===== src/design/tcmi_pkg.sv =====
// ----------------------------------------------------------------------------
// tcmi_pkg
// Shared types and constants of the tilt compensated motion integrator.
// ----------------------------------------------------------------------------
package tcmi_pkg;

   // Field widths of the channels.
   localparam int SAMPLE_WIDTH = 16;
   localparam int TILT_WIDTH   = 16;
   localparam int NOISE_WIDTH  = 21;
   localparam int ACCEL_WIDTH  = 22;
   localparam int SPEED_WIDTH  = 48;
   localparam int PLACE_WIDTH  = 64;

   // Request commands.
   typedef enum logic {CMD_TICK = 1'b0, CMD_CLEAR = 1'b1} motion_cmd_type;

   // Configuration port.
   localparam int CSR_INDEX_WIDTH = 3;
   localparam int CSR_DATA_WIDTH  = NOISE_WIDTH;

   localparam logic [CSR_INDEX_WIDTH-1:0] CSR_TILT_COS_X  = 3'd0;
   localparam logic [CSR_INDEX_WIDTH-1:0] CSR_TILT_SIN_X  = 3'd1;
   localparam logic [CSR_INDEX_WIDTH-1:0] CSR_TILT_COS_Y  = 3'd2;
   localparam logic [CSR_INDEX_WIDTH-1:0] CSR_TILT_SIN_Y  = 3'd3;
   localparam logic [CSR_INDEX_WIDTH-1:0] CSR_NOISE_FLOOR = 3'd4;

   // Register reset values.
   localparam logic signed [TILT_WIDTH-1:0] TILT_COS_RESET    = 16'sd16384;
   localparam logic signed [TILT_WIDTH-1:0] TILT_SIN_RESET    = 16'sd0;
   localparam logic [NOISE_WIDTH-1:0]       NOISE_FLOOR_RESET = 21'd6554;

   // Standard gravity in Q16 m/s^2 and the rounding of the Q44 product.
   localparam int GRAV_WIDTH  = 21;
   localparam logic signed [GRAV_WIDTH-1:0] GRAV_Q16 = 21'sd642689;
   localparam int SUM_WIDTH   = SAMPLE_WIDTH + 1;
   localparam int PROD1_WIDTH = SUM_WIDTH + TILT_WIDTH;
   localparam int PROD2_WIDTH = PROD1_WIDTH + GRAV_WIDTH;
   localparam int ROUND_SHIFT = 28;
   localparam int SCALED_WIDTH = PROD2_WIDTH - ROUND_SHIFT;
   localparam logic signed [PROD2_WIDTH-1:0] ROUND_HALF =
      PROD2_WIDTH'(64'sd1 <<< (ROUND_SHIFT - 1));

   localparam logic signed [ACCEL_WIDTH-1:0] ACCEL_MAX = {1'b0, {(ACCEL_WIDTH-1){1'b1}}};
   localparam logic signed [ACCEL_WIDTH-1:0] ACCEL_MIN = {1'b1, {(ACCEL_WIDTH-1){1'b0}}};

   // Depth of the acceleration pipeline ahead of the motion state.
   localparam int ACCEL_STAGES = 5;

   // Zero acceleration run that forces velocity to zero.
   localparam int WINDOW_DEPTH = 64;
   localparam int RUN_WIDTH    = $clog2(WINDOW_DEPTH + 1);
   localparam logic [RUN_WIDTH-1:0] RUN_FULL = RUN_WIDTH'(WINDOW_DEPTH);

   // Current tilt and noise settings.
   typedef struct packed {
      logic signed [TILT_WIDTH-1:0] cos_x;
      logic signed [TILT_WIDTH-1:0] sin_x;
      logic signed [TILT_WIDTH-1:0] cos_y;
      logic signed [TILT_WIDTH-1:0] sin_y;
      logic [NOISE_WIDTH-1:0]       noise_floor;
   } tilt_cfg_type;

   // One beat leaving the acceleration pipeline.
   typedef struct packed {
      logic                          cmd;
      logic signed [ACCEL_WIDTH-1:0] accel_x;
      logic signed [ACCEL_WIDTH-1:0] accel_y;
   } accel_beat_type;

endpackage


===== src/design/tcmi_req_if.sv =====
// ----------------------------------------------------------------------------
// tcmi_req_if
// Sample channel: command and one two-axis accelerometer sample per beat.
// ----------------------------------------------------------------------------
interface tcmi_req_if;
   import tcmi_pkg::*;

   logic                           valid;
   logic                           ready;
   logic                           cmd;
   logic signed [SAMPLE_WIDTH-1:0] accel_x;
   logic signed [SAMPLE_WIDTH-1:0] accel_y;

   modport source (output valid, output cmd, output accel_x, output accel_y, input ready);
   modport sink   (input valid, input cmd, input accel_x, input accel_y, output ready);
endinterface


===== src/design/tcmi_rsp_if.sv =====
// ----------------------------------------------------------------------------
// tcmi_rsp_if
// Result channel: compensated acceleration, velocity and position per beat.
// ----------------------------------------------------------------------------
interface tcmi_rsp_if;
   import tcmi_pkg::*;

   logic                          valid;
   logic                          ready;
   logic signed [ACCEL_WIDTH-1:0] lin_accel_x;
   logic signed [ACCEL_WIDTH-1:0] lin_accel_y;
   logic signed [SPEED_WIDTH-1:0] speed_x;
   logic signed [SPEED_WIDTH-1:0] speed_y;
   logic signed [PLACE_WIDTH-1:0] place_x;
   logic signed [PLACE_WIDTH-1:0] place_y;

   modport source (output valid, output lin_accel_x, output lin_accel_y, output speed_x,
                   output speed_y, output place_x, output place_y, input ready);
   modport sink   (input valid, input lin_accel_x, input lin_accel_y, input speed_x,
                   input speed_y, input place_x, input place_y, output ready);
endinterface


===== src/design/tcmi_csr_if.sv =====
// ----------------------------------------------------------------------------
// tcmi_csr_if
// Configuration write channel: register index and write data per beat.
// ----------------------------------------------------------------------------
interface tcmi_csr_if;
   import tcmi_pkg::*;

   logic                       valid;
   logic                       ready;
   logic [CSR_INDEX_WIDTH-1:0] index;
   logic [CSR_DATA_WIDTH-1:0]  data;

   modport source (output valid, output index, output data, input ready);
   modport sink   (input valid, input index, input data, output ready);
endinterface


===== src/design/tcmi_csr.sv =====
// ----------------------------------------------------------------------------
// tcmi_csr
// Tilt and noise floor registers, written through the configuration channel.
// ----------------------------------------------------------------------------
module tcmi_csr (
   input  logic                  clock,
   input  logic                  reset,
   tcmi_csr_if.sink              csr_bus,
   output tcmi_pkg::tilt_cfg_type cfg
);
   import tcmi_pkg::*;

   tilt_cfg_type cfg_ff;

   // Writes are always taken; unknown indexes are dropped.
   assign csr_bus.ready = 1'b1;
   assign cfg           = cfg_ff;

   always_ff @(posedge clock) begin
      if (reset) begin
         cfg_ff.cos_x       <= TILT_COS_RESET;
         cfg_ff.sin_x       <= TILT_SIN_RESET;
         cfg_ff.cos_y       <= TILT_COS_RESET;
         cfg_ff.sin_y       <= TILT_SIN_RESET;
         cfg_ff.noise_floor <= NOISE_FLOOR_RESET;
      end else if (csr_bus.valid) begin
         unique case (csr_bus.index)
            CSR_TILT_COS_X:  cfg_ff.cos_x       <= csr_bus.data[TILT_WIDTH-1:0];
            CSR_TILT_SIN_X:  cfg_ff.sin_x       <= csr_bus.data[TILT_WIDTH-1:0];
            CSR_TILT_COS_Y:  cfg_ff.cos_y       <= csr_bus.data[TILT_WIDTH-1:0];
            CSR_TILT_SIN_Y:  cfg_ff.sin_y       <= csr_bus.data[TILT_WIDTH-1:0];
            CSR_NOISE_FLOOR: cfg_ff.noise_floor <= csr_bus.data[NOISE_WIDTH-1:0];
            default: ;
         endcase
      end
   end

endmodule


===== src/design/tcmi_accel.sv =====
// ----------------------------------------------------------------------------
// tcmi_accel
// Five stage pipeline from raw sample to compensated, noise gated acceleration.
// ----------------------------------------------------------------------------
module tcmi_accel (
   input  logic                    clock,
   input  logic                    reset,
   tcmi_req_if.sink                req_bus,
   input  tcmi_pkg::tilt_cfg_type  cfg,
   output tcmi_pkg::accel_beat_type beat,
   output logic                    beat_valid,
   input  logic                    beat_ready
);
   import tcmi_pkg::*;

   logic [ACCEL_STAGES-1:0] valid_ff;
   logic [ACCEL_STAGES-1:0] load;

   // Stage 0: input register.
   logic                           cmd0_ff;
   logic signed [SAMPLE_WIDTH-1:0] sx0_ff, sy0_ff;
   // Stage 1: tilt cosine times corrected sample.
   logic                           cmd1_ff;
   logic signed [PROD1_WIDTH-1:0]  px1_ff, py1_ff, px1_in, py1_in;
   logic signed [SUM_WIDTH-1:0]    sum_x, sum_y;
   // Stage 2: scaled by gravity.
   logic                           cmd2_ff;
   logic signed [PROD2_WIDTH-1:0]  px2_ff, py2_ff;
   // Stage 3: rounded and saturated.
   logic                           cmd3_ff;
   logic signed [ACCEL_WIDTH-1:0]  ax3_ff, ay3_ff, ax3_in, ay3_in;
   logic signed [PROD2_WIDTH-1:0]  rnd_x, rnd_y;
   logic signed [SCALED_WIDTH-1:0] scl_x, scl_y;
   // Stage 4: noise floor applied.
   logic                           cmd4_ff;
   logic signed [ACCEL_WIDTH-1:0]  ax4_ff, ay4_ff, ax4_in, ay4_in;
   logic [ACCEL_WIDTH-1:0]         mag_x, mag_y, floor_ext;

   // A stage loads when it is empty or its beat moves on.
   always_comb begin
      load[ACCEL_STAGES-1] = !valid_ff[ACCEL_STAGES-1] || beat_ready;
      for (int k = ACCEL_STAGES - 2; k >= 0; k--) begin
         load[k] = !valid_ff[k] || load[k+1];
      end
   end

   assign req_bus.ready = load[0];

   always_ff @(posedge clock) begin
      if (reset) begin
         valid_ff <= '0;
      end else begin
         if (load[0]) valid_ff[0] <= req_bus.valid;
         for (int k = 1; k < ACCEL_STAGES; k++) begin
            if (load[k]) valid_ff[k] <= valid_ff[k-1];
         end
      end
   end

   // Gravity share removal: x adds the sine, y subtracts it.
   always_comb begin
      sum_x  = SUM_WIDTH'(sx0_ff) + SUM_WIDTH'(cfg.sin_x);
      sum_y  = SUM_WIDTH'(sy0_ff) - SUM_WIDTH'(cfg.sin_y);
      px1_in = PROD1_WIDTH'(sum_x) * PROD1_WIDTH'(cfg.cos_x);
      py1_in = PROD1_WIDTH'(sum_y) * PROD1_WIDTH'(cfg.cos_y);
   end

   // Round half up from Q44 to Q16, then saturate to the acceleration range.
   always_comb begin
      rnd_x = px2_ff + ROUND_HALF;
      rnd_y = py2_ff + ROUND_HALF;
      scl_x = rnd_x[PROD2_WIDTH-1:ROUND_SHIFT];
      scl_y = rnd_y[PROD2_WIDTH-1:ROUND_SHIFT];
      if (scl_x[SCALED_WIDTH-1:ACCEL_WIDTH-1] != {(SCALED_WIDTH-ACCEL_WIDTH+1){scl_x[SCALED_WIDTH-1]}})
         ax3_in = scl_x[SCALED_WIDTH-1] ? ACCEL_MIN : ACCEL_MAX;
      else
         ax3_in = scl_x[ACCEL_WIDTH-1:0];
      if (scl_y[SCALED_WIDTH-1:ACCEL_WIDTH-1] != {(SCALED_WIDTH-ACCEL_WIDTH+1){scl_y[SCALED_WIDTH-1]}})
         ay3_in = scl_y[SCALED_WIDTH-1] ? ACCEL_MIN : ACCEL_MAX;
      else
         ay3_in = scl_y[ACCEL_WIDTH-1:0];
   end

   // Magnitudes strictly below the noise floor read as zero.
   always_comb begin
      floor_ext = ACCEL_WIDTH'(cfg.noise_floor);
      mag_x     = ax3_ff[ACCEL_WIDTH-1] ? ACCEL_WIDTH'(-ax3_ff) : ACCEL_WIDTH'(ax3_ff);
      mag_y     = ay3_ff[ACCEL_WIDTH-1] ? ACCEL_WIDTH'(-ay3_ff) : ACCEL_WIDTH'(ay3_ff);
      ax4_in    = (mag_x < floor_ext) ? '0 : ax3_ff;
      ay4_in    = (mag_y < floor_ext) ? '0 : ay3_ff;
   end

   // Stage payload registers.
   always_ff @(posedge clock) begin
      if (load[0] && req_bus.valid) begin
         cmd0_ff <= req_bus.cmd;
         sx0_ff  <= req_bus.accel_x;
         sy0_ff  <= req_bus.accel_y;
      end
      if (load[1] && valid_ff[0]) begin
         cmd1_ff <= cmd0_ff;
         px1_ff  <= px1_in;
         py1_ff  <= py1_in;
      end
      if (load[2] && valid_ff[1]) begin
         cmd2_ff <= cmd1_ff;
         px2_ff  <= PROD2_WIDTH'(px1_ff) * PROD2_WIDTH'(GRAV_Q16);
         py2_ff  <= PROD2_WIDTH'(py1_ff) * PROD2_WIDTH'(GRAV_Q16);
      end
      if (load[3] && valid_ff[2]) begin
         cmd3_ff <= cmd2_ff;
         ax3_ff  <= ax3_in;
         ay3_ff  <= ay3_in;
      end
      if (load[4] && valid_ff[3]) begin
         cmd4_ff <= cmd3_ff;
         ax4_ff  <= ax4_in;
         ay4_ff  <= ay4_in;
      end
   end

   assign beat_valid   = valid_ff[ACCEL_STAGES-1];
   assign beat.cmd     = cmd4_ff;
   assign beat.accel_x = ax4_ff;
   assign beat.accel_y = ay4_ff;

endmodule


===== src/design/tcmi_axis.sv =====
// ----------------------------------------------------------------------------
// tcmi_axis
// Motion state of one axis: last acceleration, velocity, position, zero run.
// ----------------------------------------------------------------------------
module tcmi_axis (
   input  logic                                  clock,
   input  logic                                  reset,
   input  logic                                  step,
   input  logic                                  clear,
   input  logic                                  first,
   input  logic signed [tcmi_pkg::ACCEL_WIDTH-1:0] accel,
   output logic signed [tcmi_pkg::ACCEL_WIDTH-1:0] lin_accel,
   output logic signed [tcmi_pkg::SPEED_WIDTH-1:0] speed,
   output logic signed [tcmi_pkg::PLACE_WIDTH-1:0] place
);
   import tcmi_pkg::*;

   logic signed [ACCEL_WIDTH-1:0] la_ff;
   logic signed [SPEED_WIDTH-1:0] vel_ff, vel_in;
   logic signed [PLACE_WIDTH-1:0] pos_ff, pos_in;
   logic [RUN_WIDTH-1:0]          run_ff, run_in;
   logic signed [SPEED_WIDTH:0]   vel_sum;
   logic signed [PLACE_WIDTH:0]   pos_sum;

   // Zero run counter saturates at the window depth.
   always_comb begin
      if (accel != '0)
         run_in = '0;
      else if (run_ff < RUN_FULL)
         run_in = run_ff + RUN_WIDTH'(1);
      else
         run_in = run_ff;
   end

   // Velocity integrates the previous acceleration, position the previous velocity.
   always_comb begin
      vel_sum = (SPEED_WIDTH+1)'(vel_ff) + (SPEED_WIDTH+1)'(la_ff);
      pos_sum = (PLACE_WIDTH+1)'(pos_ff) + (PLACE_WIDTH+1)'(vel_ff);
      if (vel_sum[SPEED_WIDTH] != vel_sum[SPEED_WIDTH-1])
         vel_in = vel_sum[SPEED_WIDTH] ? {1'b1, {(SPEED_WIDTH-1){1'b0}}}
                                       : {1'b0, {(SPEED_WIDTH-1){1'b1}}};
      else
         vel_in = vel_sum[SPEED_WIDTH-1:0];
      if (run_in >= RUN_FULL)
         vel_in = '0;
      if (pos_sum[PLACE_WIDTH] != pos_sum[PLACE_WIDTH-1])
         pos_in = pos_sum[PLACE_WIDTH] ? {1'b1, {(PLACE_WIDTH-1){1'b0}}}
                                       : {1'b0, {(PLACE_WIDTH-1){1'b1}}};
      else
         pos_in = pos_sum[PLACE_WIDTH-1:0];
   end

   always_ff @(posedge clock) begin
      if (reset || clear) begin
         la_ff  <= '0;
         vel_ff <= '0;
         pos_ff <= '0;
         run_ff <= RUN_FULL;
      end else if (step) begin
         la_ff  <= accel;
         run_ff <= run_in;
         if (!first) begin
            vel_ff <= vel_in;
            pos_ff <= pos_in;
         end
      end
   end

   assign lin_accel = la_ff;
   assign speed     = vel_ff;
   assign place     = pos_ff;

endmodule


===== src/design/tilt_compensated_motion_integrator.sv =====
// ----------------------------------------------------------------------------
// tilt_compensated_motion_integrator
// Two-axis accelerometer dead reckoning with tilt compensation.
// ----------------------------------------------------------------------------
// Usage:
//   req_bus carries one beat per sensor tick: cmd 0 is a sample (accel_x,
//   accel_y in Q2.14 g), cmd 1 clears all motion state and returns zeros.
//   rsp_bus returns exactly one beat per request beat, in order: the
//   compensated acceleration and the updated velocity and position.
//   csr_bus writes the tilt cosines and sines and the noise floor; it is
//   always ready and should only be written while no request is in flight.
// Timing:
//   A request accepted on req_bus passes the input register, tilt product,
//   gravity product, rounding and saturation, noise gate, then the motion
//   state which is the output register. One beat per cycle is accepted and
//   delivered sustained while the receiver holds rsp ready high.
// Reset and stall:
//   Reset restores the register defaults and clears all motion state.
//   While the receiver holds rsp ready low the result beat holds steady and
//   the pipeline keeps filling its empty stages; req ready drops once all
//   stages are full.
// ----------------------------------------------------------------------------
module tilt_compensated_motion_integrator (
   input  logic     clock,
   input  logic     reset,
   tcmi_req_if.sink req_bus,
   tcmi_rsp_if.source rsp_bus,
   tcmi_csr_if.sink csr_bus
);
   import tcmi_pkg::*;

   tilt_cfg_type   cfg;
   accel_beat_type beat;
   logic           beat_valid;
   logic           out_load;
   logic           take;
   logic           step;
   logic           clear;
   logic           rsp_valid_ff;
   logic           first_sample_ff;

   tcmi_csr u_csr (
      .clock   (clock),
      .reset   (reset),
      .csr_bus (csr_bus),
      .cfg     (cfg)
   );

   tcmi_accel u_accel (
      .clock      (clock),
      .reset      (reset),
      .req_bus    (req_bus),
      .cfg        (cfg),
      .beat       (beat),
      .beat_valid (beat_valid),
      .beat_ready (out_load)
   );

   // The motion state is the result register; it advances when the slot frees.
   assign out_load = !rsp_valid_ff || rsp_bus.ready;
   assign take     = beat_valid && out_load;
   assign step     = take && (beat.cmd == CMD_TICK);
   assign clear    = take && (beat.cmd == CMD_CLEAR);

   always_ff @(posedge clock) begin
      if (reset) begin
         rsp_valid_ff    <= 1'b0;
         first_sample_ff <= 1'b1;
      end else begin
         if (out_load) rsp_valid_ff <= beat_valid;
         if (clear)
            first_sample_ff <= 1'b1;
         else if (step)
            first_sample_ff <= 1'b0;
      end
   end

   tcmi_axis u_axis_x (
      .clock     (clock),
      .reset     (reset),
      .step      (step),
      .clear     (clear),
      .first     (first_sample_ff),
      .accel     (beat.accel_x),
      .lin_accel (rsp_bus.lin_accel_x),
      .speed     (rsp_bus.speed_x),
      .place     (rsp_bus.place_x)
   );

   tcmi_axis u_axis_y (
      .clock     (clock),
      .reset     (reset),
      .step      (step),
      .clear     (clear),
      .first     (first_sample_ff),
      .accel     (beat.accel_y),
      .lin_accel (rsp_bus.lin_accel_y),
      .speed     (rsp_bus.speed_y),
      .place     (rsp_bus.place_y)
   );

   assign rsp_bus.valid = rsp_valid_ff;

endmodule

===== src/flat_wrapper.sv =====
// flat-port wrapper written by rule: the top's interface ports become plain ports
module tilt_compensated_motion_integrator_flat import tcmi_pkg::*;
  (clock, reset, req_bus_valid, req_bus_cmd, req_bus_accel_x, req_bus_accel_y, req_bus_ready, rsp_bus_valid, rsp_bus_lin_accel_x, rsp_bus_lin_accel_y, rsp_bus_speed_x, rsp_bus_speed_y, rsp_bus_place_x, rsp_bus_place_y, rsp_bus_ready, csr_bus_valid, csr_bus_index, csr_bus_data, csr_bus_ready);
  tcmi_req_if req_bus_i ();
  tcmi_rsp_if rsp_bus_i ();
  tcmi_csr_if csr_bus_i ();
  input  logic clock;
  input  logic reset;
  input wire logic [$bits(req_bus_i.valid)-1:0] req_bus_valid;
  input wire logic [$bits(req_bus_i.cmd)-1:0] req_bus_cmd;
  input wire logic [$bits(req_bus_i.accel_x)-1:0] req_bus_accel_x;
  input wire logic [$bits(req_bus_i.accel_y)-1:0] req_bus_accel_y;
  output wire logic [$bits(req_bus_i.ready)-1:0] req_bus_ready;
  output wire logic [$bits(rsp_bus_i.valid)-1:0] rsp_bus_valid;
  output wire logic [$bits(rsp_bus_i.lin_accel_x)-1:0] rsp_bus_lin_accel_x;
  output wire logic [$bits(rsp_bus_i.lin_accel_y)-1:0] rsp_bus_lin_accel_y;
  output wire logic [$bits(rsp_bus_i.speed_x)-1:0] rsp_bus_speed_x;
  output wire logic [$bits(rsp_bus_i.speed_y)-1:0] rsp_bus_speed_y;
  output wire logic [$bits(rsp_bus_i.place_x)-1:0] rsp_bus_place_x;
  output wire logic [$bits(rsp_bus_i.place_y)-1:0] rsp_bus_place_y;
  input wire logic [$bits(rsp_bus_i.ready)-1:0] rsp_bus_ready;
  input wire logic [$bits(csr_bus_i.valid)-1:0] csr_bus_valid;
  input wire logic [$bits(csr_bus_i.index)-1:0] csr_bus_index;
  input wire logic [$bits(csr_bus_i.data)-1:0] csr_bus_data;
  output wire logic [$bits(csr_bus_i.ready)-1:0] csr_bus_ready;
  assign req_bus_i.valid = req_bus_valid;
  assign req_bus_i.cmd = req_bus_cmd;
  assign req_bus_i.accel_x = req_bus_accel_x;
  assign req_bus_i.accel_y = req_bus_accel_y;
  assign req_bus_ready = req_bus_i.ready;
  assign rsp_bus_valid = rsp_bus_i.valid;
  assign rsp_bus_lin_accel_x = rsp_bus_i.lin_accel_x;
  assign rsp_bus_lin_accel_y = rsp_bus_i.lin_accel_y;
  assign rsp_bus_speed_x = rsp_bus_i.speed_x;
  assign rsp_bus_speed_y = rsp_bus_i.speed_y;
  assign rsp_bus_place_x = rsp_bus_i.place_x;
  assign rsp_bus_place_y = rsp_bus_i.place_y;
  assign rsp_bus_i.ready = rsp_bus_ready;
  assign csr_bus_i.valid = csr_bus_valid;
  assign csr_bus_i.index = csr_bus_index;
  assign csr_bus_i.data = csr_bus_data;
  assign csr_bus_ready = csr_bus_i.ready;
  tilt_compensated_motion_integrator u_core (.clock(clock), .reset(reset), .req_bus(req_bus_i), .rsp_bus(rsp_bus_i), .csr_bus(csr_bus_i));
endmodule

===== config.mk =====
export PLATFORM = sky130hd
export DESIGN_NAME = tilt_compensated_motion_integrator_flat
export DESIGN_NICKNAME = d
export VERILOG_FILES = /design/src/design/tcmi_pkg.sv /design/src/design/tcmi_req_if.sv /design/src/design/tcmi_rsp_if.sv /design/src/design/tcmi_csr_if.sv /design/src/design/tcmi_csr.sv /design/src/design/tcmi_accel.sv /design/src/design/tcmi_axis.sv /design/src/design/tilt_compensated_motion_integrator.sv /design/src/flat_wrapper.sv
export SDC_FILE = /design/constraint.sdc
export NUM_CORES = 2
export LEC_CHECK = 0
export ABC_AREA = 1
export BUFFER_PORTS_ARGS = -buffer_cell sky130_fd_sc_hd__buf_2
export CAP_MARGIN = 40
export CELL_PAD_IN_SITES_DETAIL_PLACEMENT = 1
export CELL_PAD_IN_SITES_GLOBAL_PLACEMENT = 1
export CORE_ASPECT_RATIO = 0.7
export CORE_MARGIN = 8
export CORE_UTILIZATION = 40
export DETAILED_ROUTE_END_ITERATION = 10
export PLACE_DENSITY = 0.79
export SYNTH_ARGS = -nofsm -noshare
export SYNTH_HDL_FRONTEND = slang
export SYNTH_SLANG_ARGS = --single-unit

===== constraint.sdc =====
create_clock -name clock -period 8.6 [get_ports clock]
set_input_delay 1.29 -clock clock [delete_from_list [all_inputs] [get_ports clock]]
set_output_delay 1.29 -clock clock [all_outputs]
set_load 0.02 [all_outputs]

==> results.sh <==
export IMPL_status="finished, final reports clean"
export IMPL_min_delay_start="u_core.u_accel.cmd2_ff"
export IMPL_avgSynthCellArea_um2=7.69
export IMPL_track_usage=0.267
export IMPL_slew_violations=0
export IMPL_viasPerCell=5.37
export IMPL_final_cell_mix="nand2_1 (2338), inv_1 (2113), nor2_1 (1085)"
export IMPL_drv_cap=0
export IMPL_die_area_um2=230000
export IMPL_mostFrequentLayoutCell="nand2_1"
export IMPL_hold_viol_final=0
export IMPL_cp_end_kind="flip-flop"
export IMPL_async_reset_ff_frac=0
export IMPL_critPathSlowestCell="fa_1"
export IMPL_crit_top_cell="fa_1"
export IMPL_post_place_ws_ns=0.417
export IMPL_tightest_slew_ns=0.975
export IMPL_met1_usage=0.373
export IMPL_routed_wl_mm=315
export IMPL_routabilityCongestion=0.985
export IMPL_grt_pass1_wl_mm=486
export IMPL_met3_usage=0.0511
export IMPL_synth_edf_count=245
export IMPL_dpl_hpwl_mm=267
export IMPL_synthCells=11192
export IMPL_layout_drive_gt1_share=0.0589
export IMPL_startpoint="u_core.u_accel.sx0_ff[0]"
export IMPL_cts_sinks=619
export IMPL_htree_levels=3
export IMPL_finalClockSkew_ns=0.0731
export IMPL_grt_pass1_vias=83317
export IMPL_ys_seq_area_frac=0.173
export IMPL_crit_reg2reg_launch="u_core.u_accel.sx0_ff[0]"
export IMPL_synth_top_cell_by_area="fa_1"
export IMPL_synthDistinctLibCells=62
export IMPL_hold_slack_ns=0.440
export IMPL_clk_path_buf_depth=3
export IMPL_setup_slack_ns=0.472
export IMPL_port_buffers=331
export IMPL_grtUsageMet2=0.433
export IMPL_antenna_found_initial=20
export IMPL_ys_warn_count=0
export IMPL_first_iter_violations=5248
export IMPL_holdPathStages=0
export IMPL_setup_violations=0
export IMPL_worst_r2r_path_depth=29
export IMPL_route_antenna_remaining_nets=0
export IMPL_final_fill_count=26657
export IMPL_first_pass_iters=5
export IMPL_clkTransAtPathRegs_ns=0.06
export IMPL_row_count=142
export IMPL_dieWidth_um=570
export IMPL_synth_top_area_frac=0.236
export IMPL_avgRoutedWirePerCell_um=21.8
export IMPL_cts_root_buf="clkbuf_16"
export IMPL_worstPathMaxFanout=9
export IMPL_max_slew_margin=0.349
export IMPL_grt_overflow=0
export IMPL_hold_path_class="reg2reg"
export IMPL_area_delta_synth_final_pct=8.57
export IMPL_pin_count=333
export IMPL_post_route_drc_count=0
export IMPL_start_util=0.402
export IMPL_syn_nets=13245
export IMPL_cp_required_ns=9.00
export IMPL_fmax_ghz=0.123
export IMPL_synth_area_top_cells="fa_1 (24%), ha_1 (14%), nand2_1 (10%)"
export IMPL_worst_skew_pair_late_latency_ns=0.74
export IMPL_fp_coreArea_um2=214000
export IMPL_timing_reg2reg_setup_slack_ns=0.47
export IMPL_path_class="reg2reg"
export IMPL_grt_max_degree=96
export IMPL_fin_nets=13510
export IMPL_arrival_ns=8.53
export IMPL_dr_total_vias=77312
export IMPL_synthesis_area_um2=86000
export IMPL_synthFlopType="dfxtp_1"
export IMPL_startpoint_type="flip-flop"
export IMPL_gr_max_usage_layer="met2"
export IMPL_regToRegEndpoint="u_core.u_accel.px1_ff[26]"
export IMPL_synth_seq_cells=619
export IMPL_min_to="u_core.u_accel.cmd3_ff"
export IMPL_fin_crit_sh=0.945
export IMPL_numCtsBuffers=76
export IMPL_tritoncts="built"
export IMPL_dieHeight_um=404
export IMPL_cpPeakStageDelay_ns=0.56
export IMPL_fin_crit_ns=8.13
layer usage:
layer / vias to the layer above / part of all wire
met3: 364 / 0.070
met5: - / 0.000086
li1: 35854 / -
met2: 2054 / 0.45
met4: 4 / 0.021
met1: 39036 / 0.46
cells in the mapped netlist, drive strengths merged, types with 78 or more instances:
cell    count
a21oi     857
clkbuf    141
dfxtp     374
edfxtp    245
fa       1015
ha        976
inv      2124
nand2    2368
nand3     476
nand4     106
nor2     1104
nor3      106
o21ai     502
o21bai     78
xnor2     118
xor2      255
stage by stage:
stage | utilization | std cells | TNS (ns) | instance area, um^2
2_1_floorplan | - | 11192 | 0 | 86000
3_3_place_gp | 0.423 | 14250 | 0 | 90600
3_5_place_dp | 0.424 | 14257 | 0 | 90700
4_1_cts | 0.436 | 14398 | 0 | 93400
5_1_grt | 0.437 | 14400 | -0.0189 | 93400
6_report | 0.437 | 14402 | 0 | 93400
logic make-up (layout without fill, tap and decap cells):
group | count (synthesis) | after routing | share of synthesized area
buffers and inverters | 2350 | 2678 | 0.107
other | 1 | 3 | 0.0000436
flip-flops | 619 | 619 | 0.173
AND/OR/NAND/NOR | 4276 | 4276 | 0.204
XOR/XNOR | 373 | 373 | 0.0380
adder cells (fa/ha/maj) | 1991 | 1991 | 0.378
AO/OA/AOI/OAI | 1582 | 1582 | 0.100
area by class of cell:
type	count	area (um^2)	share of cell area
Antenna cell	2	5.00	0.0000536
Clock buffer	101	2200	0.0236
Clock inverter	40	463	0.00496
Inverter	2139	8050	0.0862
Multi-Input combinational cell	8223	62000	0.664
Sequential cell	619	14800	0.159
Tap cell	2880	3600	0.0386
Timing Repair Buffer	398	2220	0.0238
how the worst max path moves through the flow:
stage                                 to  slack [ns]  depth (start not counted)
6_report       u_core.u_accel.px1_ff[26]        0.47                         29
5_1_grt        u_core.u_accel.px1_ff[29]       -0.02                         30
4_1_cts        u_core.u_accel.py1_ff[29]        0.37                         31
3_5_place_dp   u_core.u_accel.py1_ff[29]        0.42                         31
3_3_place_gp   u_core.u_accel.py1_ff[29]        0.67                         31
2_1_floorplan  u_core.u_accel.py1_ff[29]        1.52                         31
sequential cells by signal, indices dropped and copies added (netlist names), 7 cells and up:
name,count
u_core.u_accel.ax3_ff,22
u_core.u_accel.ax4_ff,22
u_core.u_accel.ay3_ff,22
u_core.u_accel.ay4_ff,22
u_core.u_accel.px1_ff,33
u_core.u_accel.px2_ff,27
u_core.u_accel.py1_ff,33
u_core.u_accel.py2_ff,27
u_core.u_accel.sx0_ff,16
u_core.u_accel.sy0_ff,16
u_core.u_axis_x.lin_accel,22
u_core.u_axis_x.place,64
u_core.u_axis_x.run_ff,7
u_core.u_axis_x.speed,48
u_core.u_axis_y.lin_accel,22
u_core.u_axis_y.place,64
u_core.u_axis_y.run_ff,7
u_core.u_axis_y.speed,48
u_core.u_csr.cfg,85
critical path, delay by kind of cell, from the launching register on:
family	cells	cell delay [ns]
and+or+nand+nor	9	1.62
xor gates and xnor gates	1	0.16
buffers and inverters	5	0.72
AOI/OAI and AO/OA	5	1.21
DFF	1	0.38
adders and majority gates	9	3.71
timing repair:
action	in CTS	in global routing
setup endpoints to repair	0	3
setup buffers	0	0
resized for setup	0	8
hold buffers	0	0
Power is not shown: default switching activity piles up to over one toggle a cycle in this logic, so the estimate is an artifact.
